[config.mk]
export PLATFORM = sky130hd
export DESIGN_NAME = distance_vector_route_table
export DESIGN_NICKNAME = d
export VERILOG_FILES = /design/src/rtl/dvrt_pkg.sv /design/src/rtl/dvrt_ram.sv /design/src/rtl/dvrt_cmp.sv /design/src/rtl/distance_vector_route_table.sv
export VERILOG_INCLUDE_DIRS = /design/src /design/src/rtl
export SDC_FILE = /design/constraint.sdc
export NUM_CORES = 2
export LEC_CHECK = 0
export BUFFER_PORTS_ARGS = -buffer_cell sky130_fd_sc_hd__clkbuf_2
export CORE_MARGIN = 3
export CORE_UTILIZATION = 55
export DETAILED_ROUTE_END_ITERATION = 8
export GPL_ROUTABILITY_DRIVEN = 1
export GPL_TIMING_DRIVEN = 1
export PLACE_DENSITY = 0.71
export SYNTH_ARGS = -nofsm -noshare
export SYNTH_HDL_FRONTEND = slang
export SYNTH_SLANG_ARGS = --single-unit
[constraint.sdc]
create_clock -name clk -period 8.2 [get_ports clk]
set_input_delay 1.23 -clock clk [delete_from_list [all_inputs] [get_ports clk]]
set_output_delay 1.23 -clock clk [all_outputs]
set_load 0.1 [all_outputs]
[src/rtl/distance_vector_route_table_macros.svh]
// Assertion helpers for the route table RTL.
`ifndef DISTANCE_VECTOR_ROUTE_TABLE_MACROS_SVH
`define DISTANCE_VECTOR_ROUTE_TABLE_MACROS_SVH

`ifndef SYNTHESIS
`define DVRT_ASSERT_IMPLY(label, clk, rst, ante, cons) \
  label: assert property (@(posedge clk) disable iff (rst) (ante) |-> (cons)) \
    else $error("route table assertion failed");
`define DVRT_ASSERT_NEXT(label, clk, rst, ante, cons) \
  label: assert property (@(posedge clk) disable iff (rst) (ante) |=> (cons)) \
    else $error("route table assertion failed");
`else
`define DVRT_ASSERT_IMPLY(label, clk, rst, ante, cons)
`define DVRT_ASSERT_NEXT(label, clk, rst, ante, cons)
`endif

`endif

[src/rtl/dvrt_pkg.sv]
`default_nettype none

package dvrt_pkg;

  localparam int TABLE_DEPTH = 32;
  localparam int IDX_W = (TABLE_DEPTH > 1) ? $clog2(TABLE_DEPTH) : 1;
  localparam int CNT_W = $clog2(TABLE_DEPTH + 1);
  localparam int ADDR_W = 32;
  localparam int COST_W = 16;
  localparam int ENTRY_W = ADDR_W + COST_W;

  localparam logic [COST_W-1:0] UNREACH_RESET = 16'd16;

  typedef enum logic [1:0] {
    CMD_UPDATE = 2'd0,
    CMD_QUERY  = 2'd1,
    CMD_DUMP   = 2'd2
  } cmd_e;

  typedef enum logic [2:0] {
    ST_INSERTED   = 3'd0,
    ST_LOWERED    = 3'd1,
    ST_KEPT       = 3'd2,
    ST_FULL_DROP  = 3'd3,
    ST_FOUND      = 3'd4,
    ST_MISSING    = 3'd5,
    ST_DUMP_ENTRY = 3'd6,
    ST_DUMP_EMPTY = 3'd7
  } status_e;

  typedef enum logic [3:0] {
    S_IDLE,
    S_SRCH_RD,
    S_SRCH_CMP,
    S_MISS,
    S_SHIFT_RD,
    S_SHIFT_WR,
    S_INSERT,
    S_DUMP_RD,
    S_DUMP_OUT
  } state_e;

  typedef struct packed {
    logic [1:0]        cmd;
    logic [ADDR_W-1:0] dest_addr;
    logic [COST_W-1:0] route_cost;
  } req_t;

  typedef struct packed {
    status_e           status;
    logic [ADDR_W-1:0] out_addr;
    logic [COST_W-1:0] out_cost;
    logic              last;
  } res_t;

  typedef struct packed {
    logic [ADDR_W-1:0] addr;
    logic [COST_W-1:0] cost;
  } entry_t;

  typedef struct packed {
    logic lt;       // stored address below key
    logic eq;       // stored address equals key
    logic cost_gt;  // stored cost above offered cost
  } cmp_t;

endpackage

`default_nettype wire

[src/rtl/dvrt_ram.sv]
`default_nettype none

module dvrt_ram #(
  parameter int WIDTH = 48,
  parameter int DEPTH = 32,
  parameter int AW = (DEPTH > 1) ? $clog2(DEPTH) : 1
) (
  input  wire logic             clk,
  input  wire logic             we,
  input  wire logic [AW-1:0]    waddr,
  input  wire logic [WIDTH-1:0] wdata,
  input  wire logic [AW-1:0]    raddr,
  output logic      [WIDTH-1:0] rdata
);

  logic [WIDTH-1:0] mem [DEPTH];

  always_ff @(posedge clk) begin
    if (we) begin
      mem[waddr] <= wdata;
    end
  end

  always_ff @(posedge clk) begin
    rdata <= mem[raddr];
  end

endmodule

`default_nettype wire

[src/rtl/dvrt_cmp.sv]
`default_nettype none

module dvrt_cmp (
  input  wire dvrt_pkg::entry_t                  slot,
  input  wire logic [dvrt_pkg::ADDR_W-1:0]       key_addr,
  input  wire logic [dvrt_pkg::COST_W-1:0]       key_cost,
  output dvrt_pkg::cmp_t                         flags
);

  import dvrt_pkg::*;

  always_comb begin
    flags.lt      = slot.addr < key_addr;
    flags.eq      = slot.addr == key_addr;
    flags.cost_gt = slot.cost > key_cost;
  end

endmodule

`default_nettype wire

[src/rtl/distance_vector_route_table.sv]
// Sorted route table, up to 32 entries, held in a one-read one-write memory
// with registered read data and walked by a small sequencer. busy is high
// from the cycle after start is taken until the last result appears on
// result; a new start can be taken in the cycle that result is shown.
// Update and query scan linearly from the lowest address, reading then
// comparing each entry passed, and then decide; an insert then moves each
// higher entry up one slot with a read and a write per entry and writes the
// new one in a final step. A dump reads and then shows each entry in turn.
// The memory's single read port sets this pacing. Every result is shown on
// result for exactly one cycle with result_valid high; the receiver cannot
// stall, so it must take each word as it comes. No clearing pass follows
// reset: slots beyond the entry count are never used.
`default_nettype none
`include "distance_vector_route_table_macros.svh"

module distance_vector_route_table (
  input  wire logic                          clk,
  input  wire logic                          rst,
  input  wire logic                          start,
  output logic                               busy,
  input  wire dvrt_pkg::req_t                req,
  output logic                               result_valid,
  output dvrt_pkg::res_t                     result,
  input  wire logic                          cfg_we,
  input  wire logic [dvrt_pkg::COST_W-1:0]   cfg_wdata
);

  import dvrt_pkg::*;

  state_e state, state_next;
  req_t   req_q;
  logic [CNT_W-1:0] count, count_next;
  logic [CNT_W-1:0] idx, idx_next;
  logic [CNT_W-1:0] sp, sp_next;
  logic [CNT_W-1:0] sp_m1;
  logic [CNT_W-1:0] idx_p1;
  logic [COST_W-1:0] unreach_cost;
  res_t res_next;
  logic res_valid_next;

  logic             ram_we;
  logic [IDX_W-1:0] ram_waddr;
  logic [IDX_W-1:0] ram_raddr;
  entry_t           ram_wdata;
  logic [ENTRY_W-1:0] ram_rdata;
  entry_t           slot;
  cmp_t             flags;
  logic             accept;
  logic             full;

  assign accept = start && !busy;
  assign busy   = state != S_IDLE;
  assign slot   = entry_t'(ram_rdata);
  assign sp_m1  = sp - 1'b1;
  assign idx_p1 = idx + 1'b1;
  assign full   = count == CNT_W'(TABLE_DEPTH);

  dvrt_ram #(
    .WIDTH (ENTRY_W),
    .DEPTH (TABLE_DEPTH),
    .AW    (IDX_W)
  ) u_ram (
    .clk   (clk),
    .we    (ram_we),
    .waddr (ram_waddr),
    .wdata (ram_wdata),
    .raddr (ram_raddr),
    .rdata (ram_rdata)
  );

  dvrt_cmp u_cmp (
    .slot     (slot),
    .key_addr (req_q.dest_addr),
    .key_cost (req_q.route_cost),
    .flags    (flags)
  );

  // next state
  always_comb begin
    state_next = state;
    unique case (state)
      S_IDLE: begin
        if (accept) begin
          priority case (req.cmd)
            CMD_UPDATE, CMD_QUERY: state_next = S_SRCH_RD;
            CMD_DUMP:              state_next = S_DUMP_RD;
            default:               state_next = S_IDLE;
          endcase
        end
      end
      S_SRCH_RD: begin
        state_next = (idx == count) ? S_MISS : S_SRCH_CMP;
      end
      S_SRCH_CMP: begin
        priority if (flags.lt) state_next = S_SRCH_RD;
        else if (flags.eq)     state_next = S_IDLE;
        else                   state_next = S_MISS;
      end
      S_MISS: begin
        priority if (req_q.cmd == CMD_QUERY || full) state_next = S_IDLE;
        else if (count != idx)                       state_next = S_SHIFT_RD;
        else                                         state_next = S_INSERT;
      end
      S_SHIFT_RD: state_next = S_SHIFT_WR;
      S_SHIFT_WR: state_next = (sp_m1 == idx) ? S_INSERT : S_SHIFT_RD;
      S_INSERT:   state_next = S_IDLE;
      S_DUMP_RD:  state_next = (count == '0) ? S_IDLE : S_DUMP_OUT;
      S_DUMP_OUT: state_next = (idx_p1 == count) ? S_IDLE : S_DUMP_RD;
      default:    state_next = S_IDLE;
    endcase
  end

  // datapath controls and result word
  always_comb begin
    ram_we         = 1'b0;
    ram_waddr      = idx[IDX_W-1:0];
    ram_wdata      = '{addr: req_q.dest_addr, cost: req_q.route_cost};
    ram_raddr      = idx[IDX_W-1:0];
    idx_next       = idx;
    sp_next        = sp;
    count_next     = count;
    res_valid_next = 1'b0;
    res_next       = result;
    unique case (state)
      S_IDLE: begin
        idx_next = '0;
      end
      S_SRCH_RD: begin
        ram_raddr = idx[IDX_W-1:0];
      end
      S_SRCH_CMP: begin
        priority if (flags.lt) begin
          idx_next = idx_p1;
        end else if (flags.eq) begin
          res_valid_next = 1'b1;
          res_next.out_addr = req_q.dest_addr;
          res_next.last     = 1'b1;
          priority if (req_q.cmd == CMD_QUERY) begin
            res_next.status   = ST_FOUND;
            res_next.out_cost = slot.cost;
          end else if (flags.cost_gt) begin
            ram_we            = 1'b1;
            res_next.status   = ST_LOWERED;
            res_next.out_cost = req_q.route_cost;
          end else begin
            res_next.status   = ST_KEPT;
            res_next.out_cost = slot.cost;
          end
        end
      end
      S_MISS: begin
        sp_next = count;
        priority if (req_q.cmd == CMD_QUERY) begin
          res_valid_next    = 1'b1;
          res_next.status   = ST_MISSING;
          res_next.out_addr = req_q.dest_addr;
          res_next.out_cost = unreach_cost;
          res_next.last     = 1'b1;
        end else if (full) begin
          res_valid_next    = 1'b1;
          res_next.status   = ST_FULL_DROP;
          res_next.out_addr = req_q.dest_addr;
          res_next.out_cost = req_q.route_cost;
          res_next.last     = 1'b1;
        end
      end
      S_SHIFT_RD: begin
        ram_raddr = sp_m1[IDX_W-1:0];
      end
      S_SHIFT_WR: begin
        // move the entry just read up by one slot
        ram_we    = 1'b1;
        ram_waddr = sp[IDX_W-1:0];
        ram_wdata = slot;
        sp_next   = sp_m1;
      end
      S_INSERT: begin
        ram_we            = 1'b1;
        count_next        = count + 1'b1;
        res_valid_next    = 1'b1;
        res_next.status   = ST_INSERTED;
        res_next.out_addr = req_q.dest_addr;
        res_next.out_cost = req_q.route_cost;
        res_next.last     = 1'b1;
      end
      S_DUMP_RD: begin
        ram_raddr = idx[IDX_W-1:0];
        if (count == '0) begin
          res_valid_next    = 1'b1;
          res_next.status   = ST_DUMP_EMPTY;
          res_next.out_addr = '0;
          res_next.out_cost = '0;
          res_next.last     = 1'b1;
        end
      end
      S_DUMP_OUT: begin
        idx_next          = idx_p1;
        res_valid_next    = 1'b1;
        res_next.status   = ST_DUMP_ENTRY;
        res_next.out_addr = slot.addr;
        res_next.out_cost = slot.cost;
        res_next.last     = idx_p1 == count;
      end
      default: begin
        idx_next = '0;
      end
    endcase
  end

  always_ff @(posedge clk) begin
    if (rst) begin
      state        <= S_IDLE;
      count        <= '0;
      result_valid <= 1'b0;
      unreach_cost <= UNREACH_RESET;
    end else begin
      state        <= state_next;
      count        <= count_next;
      result_valid <= res_valid_next;
      if (cfg_we) begin
        unreach_cost <= cfg_wdata;
      end
    end
  end

  always_ff @(posedge clk) begin
    if (accept) begin
      req_q <= req;
    end
    idx    <= idx_next;
    sp     <= sp_next;
    result <= res_next;
  end

  `DVRT_ASSERT_IMPLY(a_count_bound, clk, rst, 1'b1, count <= CNT_W'(TABLE_DEPTH))
  `DVRT_ASSERT_IMPLY(a_strobe_from_busy, clk, rst, result_valid, $past(busy))
  `DVRT_ASSERT_NEXT(a_no_strobe_after_accept, clk, rst, accept, !result_valid)
  `DVRT_ASSERT_IMPLY(a_count_grows_on_insert, clk, rst, count != $past(count), result_valid && result.status == ST_INSERTED)
  `DVRT_ASSERT_IMPLY(a_search_in_range, clk, rst, state == S_SRCH_CMP, idx < count)

endmodule

`default_nettype wire
After elaboration in Yosys (flattened, before gate mapping)
Memories as Yosys holds them, arrays and structs flattened. A register that Yosys moved wholly into a read port is not among the register bits.
Cells that the tools add are included.
{"block": "word_totals", "out_inout_bits": 54, "latchBits": 0, "mem_bits_rw": 1536, "in_bits": 70, "ff_bits": 141, "mem_count": 1, "word_cells": 98, "rom_bits": 0}
{"memory": "u_ram.mem", "depth": 32, "word_bits": 48, "read_ports": 1, "rd_clocked_by_memory_dff": 1, "write_ports": 1, "line_no": "dvrt_ram.sv:16", "source": "logic [WIDTH-1:0] mem [DEPTH];"}
{"block": "op_classes", "bitwise": 1, "n_reduce_logical": 15, "mul": 0, "add_sub_neg": 3, "shift": 0, "div": 0, "n_eq_ne": 23, "muxes": 40, "magnitude_cmp": 2}
{"cell": "52-bit two-way mux", "n": 5}
{"cell": "52-bit one-hot mux with 5 select lines", "n": 1}
{"cell": "48-bit two-way mux", "n": 1}
{"cell": "32-bit equality test", "n": 1}
{"cell": "32-bit less-than comparator", "n": 1}
{"cell": "16-bit two-way mux", "n": 2}
{"cell": "4-bit one-hot mux with 8 select lines", "n": 1}
{"cell": "6-bit equality test", "n": 3}
{"cell": "6-bit one-hot mux with 3 select lines", "n": 1}
{"cell": "4-bit by 3-bit equality test with 1-bit output, second input constant", "n": 4}
{"cell": "16-bit greater-than comparator", "n": 1}
{"cell": "6-bit by 1-bit adder with 6-bit output, second input constant", "n": 2}
{"cell": "1-bit two-way mux", "n": 12}
{"cell": "6-bit one-hot mux with 2 select lines", "n": 1}
{"cell": "2-bit two-way mux", "n": 5}
{"cell": "5-bit two-way mux", "n": 2}
{"cell": "2-bit inequality test, second input constant", "n": 5}
{"cell": "3-bit two-way mux", "n": 3}
{"cell": "4-bit by 2-bit equality test with 1-bit output, second input constant", "n": 2}
{"cell": "4-bit two-way mux", "n": 2}
{"cell": "6-bit equality test, second input constant", "n": 1}
{"cell": "6-bit zero test", "n": 1}
{"cell": "6-bit two-way mux", "n": 1}
{"cell": "6-bit inequality test", "n": 1}
{"cell": "22 further kinds", "n": 25}

Logic depth before layout (Yosys ltp)
{"block": "logic_depth", "ltp_word": 8, "mapped_depth": 12}

Modules after synthesis
From an unflattened synthesis, not the netlist that was laid out.
{"block": "hier_totals", "cells_unflattened": 4109, "area_unflattened_um2": 68688.4}
{"mod": "dvrt_ram", "area_each_um2": 60724.5, "cells_each": 3364, "seq_area_each_um2": 47085.2, "instances": 1}
{"mod": "distance_vector_route_table", "area_each_um2": 6756.5, "cells_each": 576, "seq_area_each_um2": 3963.8, "instances": 1}
{"mod": "dvrt_cmp", "area_each_um2": 1207.4, "cells_each": 169, "seq_area_each_um2": 0.0, "instances": 1}

Worst setup path before layout
Ideal clock, no wire load.
{"block": "synth_path", "path_type": "register to register", "from": "reg req_q[46] (netlist name)", "to": "reg result[0] (netlist name) (enable)", "path_slack_ns": 2.172, "setup_ns": 0.540, "t_arrival_ns": 5.488, "stages_incl_launch_ff": 9, "n_path_buf": 0, "path_cell_list": "edfxtp_1 -> inv_1 -> ha_1 -> nand4_1 -> nor4_1 -> nand3_1 -> a21oi_1 -> nor2_1 -> a211oi_1"}
{"block": "synth_via", "elab_chain_cells": 3, "elab_cells_between_ends": 5, "cone_classes": "order compare (1); eq/ne (3); reduce/logical (1)"}
{"element": "start, declared", "line_no": "distance_vector_route_table.sv:31", "source": "req_t req_q;"}
{"element": "start signal, assigned", "line_no": "distance_vector_route_table.sv:228", "source": "req_q <= req;"}
{"element": "32-bit less-than comparator or 32-bit equality test (tied branches)", "line_no": "dvrt_cmp.sv:13, dvrt_cmp.sv:14"}
{"element": "2-bit inequality test (no source line)"}
{"element": "5-bit AND reduction (no source line) *"}
{"element": "end signal, assigned", "line_no": "distance_vector_route_table.sv:232", "source": "result <= res_next;"}
{"element": "end, declared", "line_no": "distance_vector_route_table.sv:23", "source": "output dvrt_pkg::res_t result,"}
Mark *: on every way between the ends. The rest lies on a longest branch, timed or not.
A chain may end at the register's enable or synchronous reset.

Final worst setup path
{"block": "layout_path", "from": "reg req_q[47] (netlist name)", "to": "mem u_ram.mem[31][47] (enable)"}
{"block": "layout_via", "elab_chain_cells": 6, "elab_cells_between_ends": 7, "cone_classes": "order compare (1); eq/ne (1); mux (5)"}
{"element": "branches (longest 2 deep; another with 32-bit less-than comparator)"}
{"element": "1-bit two-way mux *", "line_no": "distance_vector_route_table.sv:132", "source": "priority if (flags.lt) begin"}
{"element": "1-bit one-hot mux with 2 select lines *", "line_no": "distance_vector_route_table.sv:124", "source": "unique case (state)"}
{"element": "1-bit two-way mux *", "line_no": "dvrt_ram.sv:19", "source": "if (we) begin"}
{"element": "1-bit two-way mux (implied by the code) *", "line_no": "dvrt_ram.sv:20", "source": "mem[waddr] <= wdata;"}
{"element": "end, declared", "line_no": "dvrt_ram.sv:16"}
Mark *: on every way between the ends.

==> Flow_metrics.wiki <==
{| class="wikitable"
! Metric !! Value
|-
| Result of the run || finished, final reports clean
|-
| Most common library cell in the layout ignoring fill and taps || sky130_fd_sc_hd__edfxtp_1
|-
| Final slew viol count || 0
|-
| Maximum capacitance violations || 0
|-
| Filler Cells Inserted || 7804
|-
| Cell area after synthesis || 66190 um^2
|-
| Post-route clock period utilization || 0.5969
|-
| Effective utilization at floorplan || 0.5576
|-
| Vias in the first global route || around 34000
|-
| Gp weighted congestion || around 0.88
|-
| Worst R2R Start || req_q[47]$_DFFE_PP_
|-
| Hpwl dp || roughly 96000 um
|-
| Antenna Violating Nets Remaining || 0
|-
| Die outline area || 124500 um^2
|-
| Post-Layout Inst Area || 74770 um^2
|-
| Count of cells along the worst register-to-register path || 10
|-
| Hold path startpoint || unreach_cost[11]$_SDFFE_PP0P_
|-
| Net switching fraction of the power || 0.3021
|-
| Final net count || around 3600
|-
| Net load switching power || 0.007349 W
|-
| Vias after detailed routing || approximately 34000
|-
| Timing endpoint of the critical path || u_ram.mem[31][47]$_DFFE_PP_
|-
| Internal power || 0.01698 W
|-
| Share of async-settable or async-resettable flops after synthesis || 0
|-
| Setup TNS || 0 ns
|-
| Die W || 352.9 um
|-
| Number of register bits inferred by synthesis || around 1700
|-
| Count of warnings emitted by yosys || 0
|-
| Standby leakage power || 23.83 nW
|-
| Largest driver fanout on the critical path || 33
|-
| Count of input and output buffers || about 120
|-
| Ratio of routed vias to standard cells || between 6 and 7
|-
| Power Dens Cells || ~330 nW/um^2
|-
| Mapped Avg Cell Area || approximately 21 um^2
|-
| Part of the Yosys area used for sequential elements || 0.7713
|-
| DRC viols || 0
|-
| Area post-placement || a little under 70000 um^2
|-
| Required time of the worst setup path || approximately 8.6 ns
|-
| Area occupied by multi-input gates || 14590 um^2
|-
| Post-detailed-route wirelength per cell || ~32 um
|-
| Final Setup Violations || 0
|-
| Commonest non-fill, non-tap cells in the layout || 1650 x sky130_fd_sc_hd__edfxtp_1, 384 x sky130_fd_sc_hd__mux4_2, 193 x sky130_fd_sc_hd__a22oi_1
|-
| Startpoint type of the worst setup path || flop
|-
| Top Usage Layer GRT || met2
|-
| Hold buffer count at CTS || 0
|-
| Largest clock skew in the final design || about 0.031 ns
|-
| Share of post-route cells with drive strength above 1 || 0.2589
|-
| Clock insertion delay at the later pin of the skew report || 0.79 ns
|-
| Register Area || ~50000 um^2
|-
| Cts repair resizes || 0
|-
| Top-level port count || between 100 and 150
|-
| Area of the core || 118700 um^2
|-
| Number of buffers inserted to repair setup after CTS || 0
|-
| Maximum number of buffers from clock root to sink || 3
|-
| Net count after synthesis || 3317
|-
| Sum of routed wire length over all layers || 164100 um
|-
| CTS Sinks || 1725
|-
| H-tree depth reported by CTS || 4
|-
| Number of unique standard cell types used by synthesis || 57
|-
| Tightest Pin Transition || 1.201 ns
|-
| Clock transition at the registers of the reported paths || 0.06 ns
|-
| Global-route congestion overflow total || 0
|-
| Grt met1 use || 0.3833
|-
| RSZ-0062 raised after global routing || no
|-
| Pin count of the biggest net entering global routing || about 120
|-
| Share of power burned in combinational logic || 0.259
|-
| CTS tree || built
|-
| Start point of the critical path || req_q[47]$_DFFE_PP_
|-
| Die Span Y || ~350 um
|-
| Type of the setup path with the least slack || flop to flop
|-
| Num rows || between 100 and 150
|-
| Arrival time at the worst endpoint || between 5 and 6 ns
|-
| Most common flop cell mapped by yosys || sky130_fd_sc_hd__edfxtp_1
|-
| Final Hold Viols || 0
|-
| Area growth from synthesis to layout || 12.96%
|-
| Peak supply drop || 302.7 uV
|-
| First-pass GRT wire length || between 200000 and 250000 um
|-
| Worst hold path class || flop to flop
|-
| Overall fraction of global-route tracks in use || 0.2665
|-
| Setup slack of the worst register-to-register path || 3.31 ns
|-
| Max_slew headroom || 0.1937
|-
| Reg-to-reg critical path endpoint || u_ram.mem[31][47]$_DFFE_PP_
|-
| First-pass iteration count of the detailed router || 6
|-
| Highest clock frequency the design can meet || about 0.20 GHz
|-
| Relative contribution of the clock network to total power || 0.310
|-
| Initial antenna violation count || 10
|-
| Met2 demand-to-capacity share in global routing || 0.4051
|-
| Number of CTS-inserted buffers || approximately 170
|-
| Number of synthesized flops with an enable pin || 1650
|-
| Critical Path End Type || flop
|-
| Met3 Use GR || 0.06482
|-
| Time the final worst path needs with I/O delays and setup || between 4 and 5 ns
|-
| Sequential share of power || 0.431
|-
| Cell count after synthesis || 3195
|-
| Cell at the root of the clock tree || sky130_fd_sc_hd__clkbuf_16
|-
| DRC marker count from the first detailed-route iteration || around 4900
|}
==> through the flow <==
stage	total power [W]	setup WS, ns	hold WS [ns]	util	cells
after global routing	0.02516	3.189	0.5387	0.6298	5161
after CTS	0.02443	3.371	0.5076	0.6297	5160
after global placement	0.01679	3.543	0.4693	0.5845	4862
after floorplan	0.01476	2.172	0.4515	-	3195
after detailed placement	0.01691	3.378	0.4841	0.5845	4862
final	0.02433	3.306	0.5043	0.6298	5163
==> worst min path at each step <==
stage	end	slack [ns]	depth (start not counted)
2_1_floorplan	unreach_cost[0]$_SDFFE_PP0P_	0.45	2
3_3_place_gp	unreach_cost[9]$_SDFFE_PP0P_	0.47	2
3_5_place_dp	unreach_cost[11]$_SDFFE_PP0P_	0.48	2
4_1_cts	unreach_cost[11]$_SDFFE_PP0P_	0.51	2
5_1_grt	unreach_cost[13]$_SDFFE_PP0P_	0.54	2
6_report	unreach_cost[11]$_SDFFE_PP0P_	0.50	2
==> area by class of cell <==
type	count	area share
Tap cell	1600	0.02678
Inverter	58	0.002912
Antenna cell	2	0.00006694
Sequential cell	1725	0.6828
Clock inverter	84	0.01099
Clock buffer	214	0.06078
Multi-Input combinational cell	1243	0.1951
Timing Repair Buffer	237	0.02062
==> flip-flops by register name, summed over array words and instances, names as in the netlist <==
name and flops:
count 6, idx 6, req_q 50, result 52
result_valid 1, sp 6, state 4, u_ram.mem 1536
u_ram.rdata 48, unreach_cost 16
==> power groups by stage <==
stage | combinational, W | clock (W) | sequential [W]
floorplan | 0.00389 | 0 | 0.0109
global placement | 0.00616 | 0 | 0.0106
detailed placement | 0.00625 | 0 | 0.0107
CTS | 0.00630 | 0.00766 | 0.0105
global route | 0.00665 | 0.00801 | 0.0105
finish | 0.00629 | 0.00755 | 0.0105
==> cells by family after synthesis <==
family,synth area share
compound gates,0.04047
flops,0.7713
fa+ha+maj,0.009830
simple gates,0.02597
xor+xnor,0.003837
mux,0.1339
buf+inv,0.01474
==> critical path: stages (launching register included) <==
cell and delay (ns):
sky130_fd_sc_hd__edfxtp_1 0.36, sky130_fd_sc_hd__inv_1 0.07, sky130_fd_sc_hd__ha_1 0.31, sky130_fd_sc_hd__nand4_1 0.18
sky130_fd_sc_hd__nor4_1 0.55, sky130_fd_sc_hd__nand3_1 0.57, sky130_fd_sc_hd__a2111oi_4 0.61, sky130_fd_sc_hd__o211ai_2 0.27
sky130_fd_sc_hd__buf_4 0.29, sky130_fd_sc_hd__a21oi_4 0.51, sky130_fd_sc_hd__buf_4 0.70
==> Yosys cell counts (57+ instances only) <==
cell type                  instances  area share
sky130_fd_sc_hd__edfxtp_1       1650        0.75
sky130_fd_sc_hd__inv_1            57      0.0032
sky130_fd_sc_hd__dfxtp_1          75       0.023
sky130_fd_sc_hd__buf_2            99      0.0075
sky130_fd_sc_hd__nand4_1          65      0.0061
sky130_fd_sc_hd__clkbuf_1         61      0.0035
sky130_fd_sc_hd__mux4_2          384        0.13
sky130_fd_sc_hd__nor2_1           77      0.0044
sky130_fd_sc_hd__nand2_1         142      0.0081
sky130_fd_sc_hd__o21ai_0          88      0.0067
sky130_fd_sc_hd__a22oi_1         193       0.022
==> routing by layer <==
layer | vias to the layer above | part of all wire
li1 | 13768 | -
met1 | 17789 | 0.38
met2 | 2222 | 0.47
met3 | 318 | 0.12
met4 | 6 | 0.034
met5 | - | 0.00024
Note: power is estimated with default switching activity, not from simulation.
